**src/sv/utf8d_pkg.sv**
```systemverilog
// ----------------------------------------------------------------------------
// utf8d_pkg
// Shared constants and types for the UTF-8 decoder with replacement.
// ----------------------------------------------------------------------------
package utf8d_pkg;

    // Byte classification masks and patterns
    localparam logic [7:0] LEAD1_MASK = 8'h80;
    localparam logic [7:0] LEAD2_MASK = 8'hE0;
    localparam logic [7:0] LEAD2_PAT  = 8'hC0;
    localparam logic [7:0] LEAD3_MASK = 8'hF0;
    localparam logic [7:0] LEAD3_PAT  = 8'hE0;
    localparam logic [7:0] LEAD4_MASK = 8'hF8;
    localparam logic [7:0] LEAD4_PAT  = 8'hF0;
    localparam logic [7:0] CONT_MASK  = 8'hC0;
    localparam logic [7:0] CONT_PAT   = 8'h80;

    // Payload masks
    localparam logic [7:0] CONT_BITS  = 8'h3F;
    localparam logic [7:0] LEAD2_BITS = 8'h1F;
    localparam logic [7:0] LEAD3_BITS = 8'h0F;
    localparam logic [7:0] LEAD4_BITS = 8'h07;

    localparam int CP_W = 21;
    localparam logic [CP_W-1:0] REPLACEMENT_CP = 21'h00FFFD;

    // Default depth of the job queue between front and back
    localparam int QUEUE_DEPTH = 4;

    // One job: a burst of replacement results, then an optional tail result
    typedef struct packed {
        logic [1:0]      pre_count;
        logic            has_tail;
        logic [CP_W-1:0] tail_cp;
        logic            tail_rep;
        logic            fin;
    } job_t;

    // Queue status seen by front and back
    typedef struct packed {
        logic full;
        logic empty;
    } fifo_stat_t;

endpackage

```
**src/sv/utf8d_in_if.sv**
```systemverilog
// ----------------------------------------------------------------------------
// utf8d_in_if
// Byte channel into the decoder: valid/ready with one text byte.
// ----------------------------------------------------------------------------
interface utf8d_in_if;
    logic       valid;
    logic       ready;
    logic [7:0] text_byte;
    logic       final_byte;

    modport source (output valid, output text_byte, output final_byte, input ready);
    modport sink   (input valid, input text_byte, input final_byte, output ready);
endinterface

```
**src/sv/utf8d_out_if.sv**
```systemverilog
// ----------------------------------------------------------------------------
// utf8d_out_if
// Code point channel out of the decoder: valid/ready with one result.
// ----------------------------------------------------------------------------
interface utf8d_out_if;
    logic        valid;
    logic        ready;
    logic [20:0] code_point;
    logic        replaced;
    logic        run_end;
    logic        text_end;

    modport source (output valid, output code_point, output replaced,
                    output run_end, output text_end, input ready);
    modport sink   (input valid, input code_point, input replaced,
                    input run_end, input text_end, output ready);
endinterface

```
**src/sv/utf8d_front.sv**
```systemverilog
// ----------------------------------------------------------------------------
// utf8d_front
// Accepts bytes, tracks the open sequence and turns each byte that yields results into a job.
// ----------------------------------------------------------------------------
module utf8d_front
(
    input  logic                 clk,
    input  logic                 rst_n,
    utf8d_in_if.sink             text,
    input  utf8d_pkg::fifo_stat_t stat,
    output logic                 push,
    output utf8d_pkg::job_t      job
);

    typedef struct packed {
        logic                       emit;
        logic                       rep;
        logic [utf8d_pkg::CP_W-1:0] cp;
        logic                       open;
        logic [1:0]                 need;
    } lead_t;

    // Lead byte decode; a multibyte lead on the final byte is replaced
    function automatic lead_t decode_lead(input logic [7:0] b, input logic fin);
        lead_t r;
        r = '0;
        if ((b & utf8d_pkg::LEAD1_MASK) == 8'h00)
        begin
            r.emit = 1'b1;
            r.cp   = {13'd0, b};
        end
        else if ((b & utf8d_pkg::LEAD2_MASK) == utf8d_pkg::LEAD2_PAT)
        begin
            r.open = 1'b1;
            r.need = 2'd1;
            r.cp   = {13'd0, b & utf8d_pkg::LEAD2_BITS};
        end
        else if ((b & utf8d_pkg::LEAD3_MASK) == utf8d_pkg::LEAD3_PAT)
        begin
            r.open = 1'b1;
            r.need = 2'd2;
            r.cp   = {13'd0, b & utf8d_pkg::LEAD3_BITS};
        end
        else if ((b & utf8d_pkg::LEAD4_MASK) == utf8d_pkg::LEAD4_PAT)
        begin
            r.open = 1'b1;
            r.need = 2'd3;
            r.cp   = {13'd0, b & utf8d_pkg::LEAD4_BITS};
        end
        else
        begin
            r.emit = 1'b1;
            r.rep  = 1'b1;
            r.cp   = utf8d_pkg::REPLACEMENT_CP;
        end
        if (r.open && fin)
        begin
            r.open = 1'b0;
            r.emit = 1'b1;
            r.rep  = 1'b1;
            r.cp   = utf8d_pkg::REPLACEMENT_CP;
        end
        return r;
    endfunction

    logic [1:0]                 exp_reg, exp_next;
    logic [1:0]                 seen_reg, seen_next;
    logic [utf8d_pkg::CP_W-1:0] part_reg, part_next;

    lead_t                      lead;
    logic                       is_cont;
    logic                       accept;
    logic [1:0]                 seen_inc;
    logic [7:0]                 cont_byte;
    logic [utf8d_pkg::CP_W-1:0] part_shift;

    assign text.ready = !stat.full;
    assign accept     = text.valid && text.ready;

    // Classification and next state
    always_comb
    begin
        lead       = decode_lead(text.text_byte, text.final_byte);
        is_cont    = (text.text_byte & utf8d_pkg::CONT_MASK) == utf8d_pkg::CONT_PAT;
        seen_inc   = seen_reg + 2'd1;
        cont_byte  = text.text_byte & utf8d_pkg::CONT_BITS;
        part_shift = {part_reg[utf8d_pkg::CP_W-7:0], cont_byte[5:0]};

        exp_next  = exp_reg;
        seen_next = seen_reg;
        part_next = part_reg;
        job       = '0;
        job.fin   = text.final_byte;

        if (exp_reg == 2'd0)
        begin
            job.has_tail = lead.emit;
            job.tail_cp  = lead.cp;
            job.tail_rep = lead.rep;
            if (lead.open)
            begin
                exp_next  = lead.need;
                seen_next = 2'd0;
                part_next = lead.cp;
            end
        end
        else if (text.final_byte && ((exp_reg - seen_reg) > 2'd1))
        begin
            // truncated at end of text
            job.has_tail = 1'b1;
            job.tail_cp  = utf8d_pkg::REPLACEMENT_CP;
            job.tail_rep = 1'b1;
        end
        else if (is_cont)
        begin
            part_next = part_shift;
            seen_next = seen_inc;
            if (seen_inc == exp_reg)
            begin
                job.has_tail = 1'b1;
                job.tail_cp  = part_shift;
                job.tail_rep = 1'b0;
                exp_next     = 2'd0;
                seen_next    = 2'd0;
                part_next    = '0;
            end
        end
        else
        begin
            // broken sequence: one replacement per buffered byte, then relead
            job.pre_count = seen_inc;
            job.has_tail  = lead.emit;
            job.tail_cp   = lead.cp;
            job.tail_rep  = lead.rep;
            if (lead.open)
            begin
                exp_next  = lead.need;
                seen_next = 2'd0;
                part_next = lead.cp;
            end
            else
            begin
                exp_next  = 2'd0;
                seen_next = 2'd0;
                part_next = '0;
            end
        end

        if (text.final_byte)
        begin
            exp_next  = 2'd0;
            seen_next = 2'd0;
            part_next = '0;
        end

        push = accept && (job.has_tail || (job.pre_count != 2'd0));
    end

    // Sequence state
    always_ff @(posedge clk or negedge rst_n)
    begin
        if (!rst_n)
        begin
            exp_reg  <= 2'd0;
            seen_reg <= 2'd0;
            part_reg <= '0;
        end
        else if (accept)
        begin
            exp_reg  <= exp_next;
            seen_reg <= seen_next;
            part_reg <= part_next;
        end
    end

endmodule

```
**src/sv/utf8d_fifo.sv**
```systemverilog
// ----------------------------------------------------------------------------
// utf8d_fifo
// Small job queue decoupling the classifier from the result sequencer.
// ----------------------------------------------------------------------------
module utf8d_fifo
#(
    parameter int DEPTH = utf8d_pkg::QUEUE_DEPTH
)
(
    input  logic                  clk,
    input  logic                  rst_n,
    input  logic                  push,
    input  utf8d_pkg::job_t       push_job,
    input  logic                  pop,
    output utf8d_pkg::job_t       head_job,
    output utf8d_pkg::fifo_stat_t stat
);

    localparam int PTR_W = (DEPTH > 1) ? $clog2(DEPTH) : 1;
    localparam int CNT_W = $clog2(DEPTH + 1);

    utf8d_pkg::job_t  store [DEPTH];
    logic [PTR_W-1:0] wr_ptr_reg, wr_ptr_next;
    logic [PTR_W-1:0] rd_ptr_reg, rd_ptr_next;
    logic [CNT_W-1:0] cnt_reg, cnt_next;
    logic             do_push;
    logic             do_pop;

    assign stat.full  = (cnt_reg == CNT_W'(DEPTH));
    assign stat.empty = (cnt_reg == '0);
    assign do_push    = push && !stat.full;
    assign do_pop     = pop && !stat.empty;
    assign head_job   = store[rd_ptr_reg];

    // Pointer and count update
    always_comb
    begin
        wr_ptr_next = wr_ptr_reg;
        rd_ptr_next = rd_ptr_reg;
        cnt_next    = cnt_reg;
        if (do_push)
        begin
            wr_ptr_next = (wr_ptr_reg == PTR_W'(DEPTH - 1)) ? '0 : wr_ptr_reg + PTR_W'(1);
        end
        if (do_pop)
        begin
            rd_ptr_next = (rd_ptr_reg == PTR_W'(DEPTH - 1)) ? '0 : rd_ptr_reg + PTR_W'(1);
        end
        if (do_push && !do_pop)
        begin
            cnt_next = cnt_reg + CNT_W'(1);
        end
        else if (do_pop && !do_push)
        begin
            cnt_next = cnt_reg - CNT_W'(1);
        end
    end

    always_ff @(posedge clk or negedge rst_n)
    begin
        if (!rst_n)
        begin
            wr_ptr_reg <= '0;
            rd_ptr_reg <= '0;
            cnt_reg    <= '0;
        end
        else
        begin
            wr_ptr_reg <= wr_ptr_next;
            rd_ptr_reg <= rd_ptr_next;
            cnt_reg    <= cnt_next;
        end
    end

    // Entry storage
    always_ff @(posedge clk)
    begin
        if (do_push)
        begin
            store[wr_ptr_reg] <= push_job;
        end
    end

endmodule

```
**src/sv/utf8d_back.sv**
```systemverilog
// ----------------------------------------------------------------------------
// utf8d_back
// Takes jobs from the queue and plays out their results one per cycle while the output is ready.
// ----------------------------------------------------------------------------
module utf8d_back
(
    input  logic                  clk,
    input  logic                  rst_n,
    input  utf8d_pkg::job_t       head_job,
    input  utf8d_pkg::fifo_stat_t stat,
    output logic                  pop,
    utf8d_out_if.source           points
);

    utf8d_pkg::job_t job_reg;
    logic            job_valid_reg, job_valid_next;
    logic [1:0]      idx_reg, idx_next;
    logic [2:0]      total;
    logic            last;
    logic            in_pre;
    logic            fire;

    assign total  = {1'b0, job_reg.pre_count} + {2'b00, job_reg.has_tail};
    assign last   = ({1'b0, idx_reg} + 3'd1) == total;
    assign in_pre = idx_reg < job_reg.pre_count;
    assign fire   = points.valid && points.ready;
    assign pop    = !stat.empty && (!job_valid_reg || (fire && last));

    // Result fields from the held job
    assign points.valid      = job_valid_reg;
    assign points.code_point = in_pre ? utf8d_pkg::REPLACEMENT_CP : job_reg.tail_cp;
    assign points.replaced   = in_pre ? 1'b1 : job_reg.tail_rep;
    assign points.run_end    = last;
    assign points.text_end   = last && job_reg.fin;

    // Sequencer control
    always_comb
    begin
        job_valid_next = job_valid_reg;
        idx_next       = idx_reg;
        if (pop)
        begin
            job_valid_next = 1'b1;
            idx_next       = 2'd0;
        end
        else if (fire && last)
        begin
            job_valid_next = 1'b0;
            idx_next       = 2'd0;
        end
        else if (fire)
        begin
            idx_next = idx_reg + 2'd1;
        end
    end

    always_ff @(posedge clk or negedge rst_n)
    begin
        if (!rst_n)
        begin
            job_valid_reg <= 1'b0;
            idx_reg       <= 2'd0;
        end
        else
        begin
            job_valid_reg <= job_valid_next;
            idx_reg       <= idx_next;
        end
    end

    // Job payload
    always_ff @(posedge clk)
    begin
        if (pop)
        begin
            job_reg <= head_job;
        end
    end

endmodule

```
**src/sv/utf8_decoder_with_replacement_unit.sv**
```systemverilog
// A byte's job is written into the job queue when the byte is accepted, then loaded
// into the sequencer's job register, after which its first result is valid.
// Throughput: one byte per cycle; each result is its own output transfer, so a
// malformed byte with up to four results holds the sequencer until all are taken.
// The job queue (QUEUE_DEPTH entries) absorbs such bursts; input stalls when full.
// Reset clears the open sequence, the queue and the output stage at once.
// ----------------------------------------------------------------------------
// utf8_decoder_with_replacement_unit
// UTF-8 byte stream to code points, with U+FFFD on malformed input.
// ----------------------------------------------------------------------------
module utf8_decoder_with_replacement_unit
#(
    parameter int QUEUE_DEPTH = utf8d_pkg::QUEUE_DEPTH
)
(
    input  logic        clk,
    input  logic        rst_n,
    utf8d_in_if.sink    text,
    utf8d_out_if.source points
);

    utf8d_pkg::job_t       push_job;
    utf8d_pkg::job_t       head_job;
    utf8d_pkg::fifo_stat_t stat;
    logic                  push;
    logic                  pop;

    // Classifier
    utf8d_front u_front
    (
        .clk   (clk),
        .rst_n (rst_n),
        .text  (text),
        .stat  (stat),
        .push  (push),
        .job   (push_job)
    );

    // Job queue
    utf8d_fifo #(.DEPTH(QUEUE_DEPTH)) u_fifo
    (
        .clk      (clk),
        .rst_n    (rst_n),
        .push     (push),
        .push_job (push_job),
        .pop      (pop),
        .head_job (head_job),
        .stat     (stat)
    );

    // Result sequencer
    utf8d_back u_back
    (
        .clk      (clk),
        .rst_n    (rst_n),
        .head_job (head_job),
        .stat     (stat),
        .pop      (pop),
        .points   (points)
    );

    // Checks
    a_stat_sane: assert property (@(posedge clk) disable iff (!rst_n)
        !(stat.full && stat.empty))
        else $error("queue full and empty together");

    a_no_push_full: assert property (@(posedge clk) disable iff (!rst_n)
        stat.full |-> !push || !text.ready)
        else $error("job pushed into full queue");

    a_text_end_last: assert property (@(posedge clk) disable iff (!rst_n)
        (points.valid && points.text_end) |-> points.run_end)
        else $error("text end on a result that is not the last of its byte");

    a_replaced_value: assert property (@(posedge clk) disable iff (!rst_n)
        (points.valid && points.replaced) |-> (points.code_point == utf8d_pkg::REPLACEMENT_CP))
        else $error("replaced result without U+FFFD");

endmodule
```
**src/flat_wrapper.sv**
```systemverilog
// flat-port wrapper written by rule: the top's interface ports become plain ports
module utf8_decoder_with_replacement_unit_flat 
#(
    parameter int QUEUE_DEPTH = utf8d_pkg::QUEUE_DEPTH
)
  (clk, rst_n, text_valid, text_text_byte, text_final_byte, text_ready, points_valid, points_code_point, points_replaced, points_run_end, points_text_end, points_ready);
  utf8d_in_if text_i ();
  utf8d_out_if points_i ();
  input  logic clk;
  input  logic rst_n;
  input wire logic [$bits(text_i.valid)-1:0] text_valid;
  input wire logic [$bits(text_i.text_byte)-1:0] text_text_byte;
  input wire logic [$bits(text_i.final_byte)-1:0] text_final_byte;
  output wire logic [$bits(text_i.ready)-1:0] text_ready;
  output wire logic [$bits(points_i.valid)-1:0] points_valid;
  output wire logic [$bits(points_i.code_point)-1:0] points_code_point;
  output wire logic [$bits(points_i.replaced)-1:0] points_replaced;
  output wire logic [$bits(points_i.run_end)-1:0] points_run_end;
  output wire logic [$bits(points_i.text_end)-1:0] points_text_end;
  input wire logic [$bits(points_i.ready)-1:0] points_ready;
  assign text_i.valid = text_valid;
  assign text_i.text_byte = text_text_byte;
  assign text_i.final_byte = text_final_byte;
  assign text_ready = text_i.ready;
  assign points_valid = points_i.valid;
  assign points_code_point = points_i.code_point;
  assign points_replaced = points_i.replaced;
  assign points_run_end = points_i.run_end;
  assign points_text_end = points_i.text_end;
  assign points_i.ready = points_ready;
  utf8_decoder_with_replacement_unit #(.QUEUE_DEPTH(QUEUE_DEPTH)) u_core (.clk(clk), .rst_n(rst_n), .text(text_i), .points(points_i));
endmodule
```
**config.mk**
```make
export PLATFORM = sky130hd
export DESIGN_NAME = utf8_decoder_with_replacement_unit_flat
export DESIGN_NICKNAME = d
export VERILOG_FILES = /design/src/sv/utf8d_pkg.sv /design/src/sv/utf8d_in_if.sv /design/src/sv/utf8d_out_if.sv /design/src/sv/utf8d_front.sv /design/src/sv/utf8d_fifo.sv /design/src/sv/utf8d_back.sv /design/src/sv/utf8_decoder_with_replacement_unit.sv /design/src/flat_wrapper.sv
export SDC_FILE = /design/constraint.sdc
export NUM_CORES = 1
export LEC_CHECK = 0
export BUFFER_PORTS_ARGS = -buffer_cell sky130_fd_sc_hd__buf_4
export CORE_MARGIN = 2
export CORE_UTILIZATION = 29
export DETAILED_ROUTE_END_ITERATION = 12
export HOLD_SLACK_MARGIN = 0.03
export PLACE_DENSITY = 0.49
export SLEW_MARGIN = 20
export SYNTH_ARGS = -nofsm -noshare
export SYNTH_HDL_FRONTEND = slang
export SYNTH_SLANG_ARGS = --single-unit
```
**constraint.sdc**
```tcl
create_clock -name clk -period 4.1 [get_ports clk]
set_clock_uncertainty 0.2 [all_clocks]
set_input_delay 0.615 -clock clk [delete_from_list [all_inputs] [get_ports clk]]
set_output_delay 0.615 -clock clk [all_outputs]
set_load 0.02 [all_outputs]
```
# --- Word-level counts from Yosys, hierarchy flattened ---
# Memories as Yosys holds them, arrays and structs flattened. A register that Yosys moved wholly into a read port is not among the register bits.
# Cells that the tools add are included.
totals:
  register_bits: 29
  n_memories: 1
  in_bits: 13
  wordCells: 112
  ram_bits: 104
  out_inout_bits: 26
mem_list:
  columns: ["memory", "words", "width", "read_ports", "rd_clocked_by_memory_dff", "write_ports", "line", "source"]
  rows:
  - ["u_core.u_fifo.store", 4, 26, 1, 1, 1, "utf8d_fifo.sv:22", "utf8d_pkg::job_t store [DEPTH];"]
classes:
  n_reduce_logical: 28
  n_lt_le_gt_ge: 2
  mux: 52
  addsub: 9
  n_eq_ne: 12
op_table:
  columns: ["operator", "count"]
  rows:
  - ["15-bit two-way mux", 7]
  - ["23-bit two-way mux", 4]
  - ["2-bit two-way mux", 24]
  - ["24-bit two-way mux", 2]
  - ["21-bit two-way mux", 2]
  - ["19-bit two-way mux", 1]
  - ["16-bit two-way mux", 1]
  - ["1-bit logical AND", 12]
  - ["3-bit two-way mux", 4]
  - ["2-bit by 1-bit adder with 2-bit output (second input constant)", 4]
  - ["8-bit zero test", 1]
  - ["1-bit two-way mux", 7]
  - ["2-bit == test (second input constant)", 3]
  - ["3-bit == test (second input constant)", 2]
  - ["3-bit != test (second input constant)", 2]
  - ["2-bit nonzero test", 3]
  - ["5-bit == test (second input constant)", 1]
  - ["1-bit zero test", 5]
  - ["4-bit == test (second input constant)", 1]
  - ["4-bit by 2-bit != test with 1-bit output (second input constant)", 1]
  - ["4-bit AND reduction", 1]
  - ["2-bit by 1-bit adder with 3-bit output", 1]
  - ["2-bit by 1-bit adder with 3-bit output (second input constant)", 1]
  - ["3-bit by 1-bit adder with 3-bit output (second input constant)", 1]
  - ["11 further kinds", 12]

# --- Depth between registers and ports, before layout ---
depth:
  depth_word: 17
  mapped_depth: 13
  mapped_depth_nobuf: 13

# --- Cells and area by module ---
# Synthesis repeated with hierarchy kept, for this count alone.
hier_totals:
  cells_unflattened: 407
  hier_area_um2: 6817.8
by_module_without_submodules:
  columns: ["mod", "instances", "area_per_inst_um2", "seq_area_each_um2", "cells_per_inst"]
  rows:
  - ["utf8d_fifo", 1, 4200.3, 3298.2, 173]
  - ["utf8d_front", 1, 1441.4, 475.5, 158]
  - ["utf8d_back", 1, 1176.1, 855.8, 76]

# --- Least setup slack after synthesis ---
# OpenSTA, ideal clock, no wires.
synth_path:
  path_type: "reg-to-reg"
  start: "reg, netlist name u_core.u_back.job_reg[24]"
  end: "reg u_core.u_fifo.cnt_reg[1]"
  setup_time_ps: 125
  arrival_ps: 4405
  path_buffers: 0
  path_stages_with_launch: 12
  setup_slack_ps: -630
  synth_period_minus_slack_ps: 4730
  required_time_ps: 3775
  path_cell_list: "edfxtp_1 -> ha_1 -> ha_1 -> xor2_1 -> nor3_1 -> nand2_1 -> a21oi_1 -> inv_1 -> ha_1 -> inv_1 -> fa_1 -> mux2_2"
synth_between:
  elab_chain_len: 9
  word_cells_on_any_way: 11
  cone_classes: "add/sub: 1; eq/ne: 1; mux: 1; reduce/logical: 8"
synth_rtl:
  columns: ["item", "line", "source"]
  rows:
  - ["2-bit by 1-bit adder with 3-bit output", "utf8d_back.sv:23", "assign total = {1'b0, job_reg.pre_count} + {2'b00, job_reg.has_tail};"]
  - ["3-bit == test", "utf8d_back.sv:24", "assign last = ({1'b0, idx_reg} + 3'd1) == total;"]
  - ["net points_run_end", "flat_wrapper.sv:18", "output wire logic [$bits(points_i.run_end)-1:0] points_run_end;"]
  - ["1-bit logical AND", "utf8d_back.sv:27", "assign pop = !stat.empty && (!job_valid_reg || (fire && last));"]
  - ["1-bit logical OR", "utf8d_back.sv:27", null]
  - ["1-bit logical AND", "utf8d_back.sv:27", null]
  - ["net u_core.pop", "utf8_decoder_with_replacement_unit.sv:26", "logic pop;"]
  - ["1-bit logical AND", "utf8d_fifo.sv:32", "assign do_pop = pop && !stat.empty;"]
  - ["1-bit zero test", "utf8d_fifo.sv:49", "if (do_push && !do_pop)"]
  - ["1-bit logical AND", "utf8d_fifo.sv:49", null]
  - ["3-bit two-way mux", "utf8d_fifo.sv:49", null]
  - ["net u_core.u_fifo.cnt_next[1]", "utf8d_fifo.sv:25", "logic [CNT_W-1:0] cnt_reg, cnt_next;"]
  - ["end signal, assigned", "utf8d_fifo.sv:71", "cnt_reg <= cnt_next;"]
  - ["end, declared", "utf8d_fifo.sv:25", null]
# The timed path passes the listed nets, and every way through them passes these cells.
# A chain may end at the register's enable or synchronous reset.

# --- Worst setup path in the final report ---
layout_path:
  start: "reg u_core.u_front.seen_reg[0]"
  end: "reg u_core.u_fifo.cnt_reg[2]"
layout_between:
  elab_chain_len: 12
  word_cells_on_any_way: 21
  cone_classes: "add/sub: 2; order compare: 1; eq/ne: 1; mux: 8; reduce/logical: 9"
layout_rtl:
  columns: ["item", "line", "source"]
  rows:
  - ["start, declared", "utf8d_front.sv:67", "logic [1:0] seen_reg, seen_next;"]
  - ["start signal, assigned", "utf8d_front.sv:171", "seen_reg <= seen_next;"]
  - ["2-bit subtractor or 2-bit by 1-bit adder with 2-bit output (tied branches)", "utf8d_front.sv:107, utf8d_front.sv:85", null]
  - ["2-bit by 1-bit > comparator with 1-bit output or 2-bit == test (tied branches)", "utf8d_front.sv:107, utf8d_front.sv:118", null]
  - ["1-bit logical AND or 23-bit two-way mux (tied branches)", "utf8d_front.sv:107, utf8d_front.sv:118", null]
  - ["2-bit two-way mux or 23-bit two-way mux (tied branches)", "utf8d_front.sv:107, utf8d_front.sv:114", null]
  - ["2-bit two-way mux or 23-bit two-way mux (tied branches)", "utf8d_front.sv:95, utf8d_front.sv:107", null]
  - ["2-bit nonzero test or 23-bit two-way mux (tied branches)", "utf8d_front.sv:156, utf8d_front.sv:95", null]
  - ["1-bit logical OR (*)", "utf8d_front.sv:156", "push = accept && (job.has_tail || (job.pre_count != 2'd0));"]
  - ["1-bit logical AND (*)", "utf8d_front.sv:156", null]
  - ["1-bit logical AND (*)", "utf8d_fifo.sv:31", "assign do_push = push && !stat.full;"]
  - ["net u_core.u_fifo.do_push", "utf8d_fifo.sv:26", "logic do_push;"]
  - ["1-bit zero test", "utf8d_fifo.sv:53", "else if (do_pop && !do_push)"]
  - ["1-bit logical AND", "utf8d_fifo.sv:53", null]
  - ["2-bit nonzero test (no line)", null, null]
# Mark *: on every way through the listed nets, which the timed path passes. The rest lies on a longest branch.

==> impl_metrics.tcl <==
set metrics [dict create \
    synth_area_leaders "edfxtp_1 (58%), dfrtp_1 (11%), mux4_2 (8.7%)" \
    setup_viol 0 \
    hpwl_um 8240 \
    setup_slack_ns 0.888 \
    tritoncts.num_buffers 17 \
    drtAntennaViolNets 0 \
    finalSetupTns_ns 0 \
    drc 0 \
    grt_max_degree 30 \
    largest_reg_flops 104 \
    antenna_found_initial 0 \
    via_count 3515 \
    clock.fmax_ghz 0.311 \
    initial_core_util_pct 29.6 \
    critPathArrivalTime_ns 3.35 \
    maxSlewHeadroom_pct 48.4 \
    cts_buffer_depth 2 \
    start_kind "flip-flop" \
    place.gp.congestion 0.855 \
    first_pass_iters 4 \
    synth-async-reset-ratio_pct 18.2 \
    drt_wl_total_um 13100 \
    die_h_um 156 \
    clk_pin_slew_worst_paths_ns 0.06 \
    fin_crit_sh_pct 78.3 \
    cts_tree "built" \
    p_per_area_nw_per_um2 747 \
    post_drt_wl_per_cell_um 17.3 \
    synth_top_area_share_pct 58.1 \
    critical-path-top-delay-family "adder cells" \
    gr-total-overflow 0 \
    worstSetupPathType "flip-flop to flip-flop" \
    io_pins 39 \
    required_ns 4.24 \
    slew_viol_final 0 \
    die_area_um2 24400 \
    seq_area_frac_synth_pct 68.9 \
    hold_violations 0 \
    nNetsFinal 482 \
    end_kind "flip-flop" \
    mostFrequentLayoutCell "edfxtp_1" \
    dp_slack_ns 0.808 \
    worstPathMaxFanout 7 \
    die_w_um 156 \
    coreArea_um2 22700 \
    clock_latency_ns 0.42 \
    grt_first_pass_wirelength_um 20700 \
    synthFlopType "edfxtp_1" \
    layout_common_cells "edfxtp_1 (130), buf_4 (48), dfrtp_1 (28), nand2_1 (27), mux4_2 (26)" \
    diodes 0 \
    ys_warn_count 0 \
    synth_fp_nets 432 \
    worst_slew_pin_slew_ns 0.774 \
    ys_types 50 \
    run_status "complete, no violations" \
    drt-initial-drc-count 240 \
    irDropWorstVdd_uv 313 \
    cts-root-buf "clkbuf_16" \
    post_cts_resized 0 \
    cts_num_sinks 159 \
    syn_area_per_cell_um2 16.5 \
    cts_max_level 4 \
    cellLeakagePower_nw 2.87 \
    syn_inst 407 \
    via_per_inst 4.66 \
    hp-class "flip-flop to flip-flop" \
    yosys.area.top_type "edfxtp_1" \
    grt_pass1_vias 3620 \
    nFillCells 2212 \
    ys_ff_latch 159 \
    slowest_delay_ns 0.49 \
    portBuffers 38 \
    rsz0062_at_grt "false" \
    multi_input_area_um2 1980 \
    areaGrowthSynthToFinish_pct 18.5 \
    synth_area_um2 6720 \
    drive_above_1_share_pct 32.8 \
    grtUsageTotal_pct 11.6 \
    cts_setup_buffers 0 \
    cp.buffers_inverters 1 \
    synth_edf_count 130 \
    cp_cell_sequence "ha_1 > xor3_1 > a21oi_2 > nand3_1 > a21oi_4 > ha_1 > inv_1 > fa_1 > xor2_1 > nor2_1 > xor2_1" \
    maxCapViolCount 0 \
    core.rowCount 55 \
    cpMaxStageDelayCell "dfrtp_1" \
    seq_area_um2 4630 \
    fin_crit_ns 3.21 \
]
final timing paths:
check	startpoint	endpoint	slack, ns	cells past startpoint
setup / recovery	u_core.u_front.seen_reg[0]	u_core.u_fifo.cnt_reg[2]	0.89	11
hold / removal	u_core.u_fifo.cnt_reg[2]	u_core.u_fifo.cnt_reg[2]	0.29	1
setup reg to reg	u_core.u_front.seen_reg[0]	u_core.u_fifo.cnt_reg[2]	0.89	11
hold reg to reg	u_core.u_fifo.cnt_reg[2]	u_core.u_fifo.cnt_reg[2]	0.29	1
max in group asynchronous	rst_n	u_core.u_fifo.rd_ptr_reg[0]	2.90	2
min in group asynchronous	rst_n	u_core.u_front.part_reg[4]	0.46	2
cells by family (layout without fill, tap and decap cells):
logic type      Yosys count  in the layout  synth area share [%]
flops                   159            159                  68.9
buf+inv                  29             92                  1.92
fa+ha+maj                12             12                  2.35
compound gates           63             63                  6.95
xor+xnor                  9              9                  1.64
mux                      32             32                  9.83
simple gates            103            103                  8.42
worst reg2reg max path: cells and delay by family, from the launching register on:
kind | cells | cell delay (ns)
AO/OA/AOI/OAI | 2 | 0.58
adder cells (fa/ha/maj) | 3 | 0.92
flip-flops | 1 | 0.49
AND/OR/NAND/NOR | 2 | 0.29
XOR/XNOR | 3 | 0.59
buffers and inverters | 1 | 0.07
synthesized netlist by cell type, drive strengths merged, types with 2 or more instances:
cell type,n
a22o,11
inv,11
and3,2
mux2,6
nor2b,8
ha,11
nand2b,4
clkbuf,8
nor2,15
o41ai,2
nor4,2
a21oi,11
and2,13
or2,18
nor3,3
edfxtp,130
o21ai,17
xor2,5
nand3,6
dfrtp,29
mux4,26
nand2,27
xor3,2
buf,10
a21o,13
xnor2,2
o22ai,3
per-layer routing:
| metal | up-vias | routed length (um) | global-route usage (%) |
|---|---|---|---|
| li1 | 1655 | - | - |
| met1 | 1798 | 5980 | 15.3 |
| met2 | 56 | 6590 | 18.7 |
| met3 | 6 | 415 | 2.66 |
| met4 | 0 | 100 | 4.19 |
| met5 | - | 0 | 0 |
stage by stage:
stage	hold WS [ns]	total power [W]	cells	instance area [um^2]	util, %
3_3_place_gp	0.275	0.00446	722	7360	32.4
3_5_place_dp	0.284	0.00451	722	7360	32.4
5_1_grt	0.294	0.00632	755	7960	35.1
2_1_floorplan	0.119	0.00378	407	6730	-
4_1_cts	0.285	0.00607	755	7960	35.1
6_report	0.287	0.00595	755	7960	35.1
cell type report:
type	instances	share of cell area [%]
Clock buffer	17	5.34
Clock inverter	15	2.01
Inverter	11	0.519
Multi-Input combinational cell	219	24.8
Sequential cell	159	58.2
Tap cell	285	4.48
Timing Repair Buffer	49	4.65
power breakdown:
part / internal [W] / switching (W)
sequential: 0.00229 / 0.000231
combinational: 0.000860 / 0.00102
clock: 0.000905 / 0.000646
total: 0.00405 / 0.00190
repair_timing:
| item | in CTS | in global routing |
|---|---|---|
| hold buffers | 1 | 0 |
| setup endpoints to repair | 0 | 0 |
| hold endpoints to repair | 29 | 0 |
No activity file was read; power rests on OpenSTA's default activity.
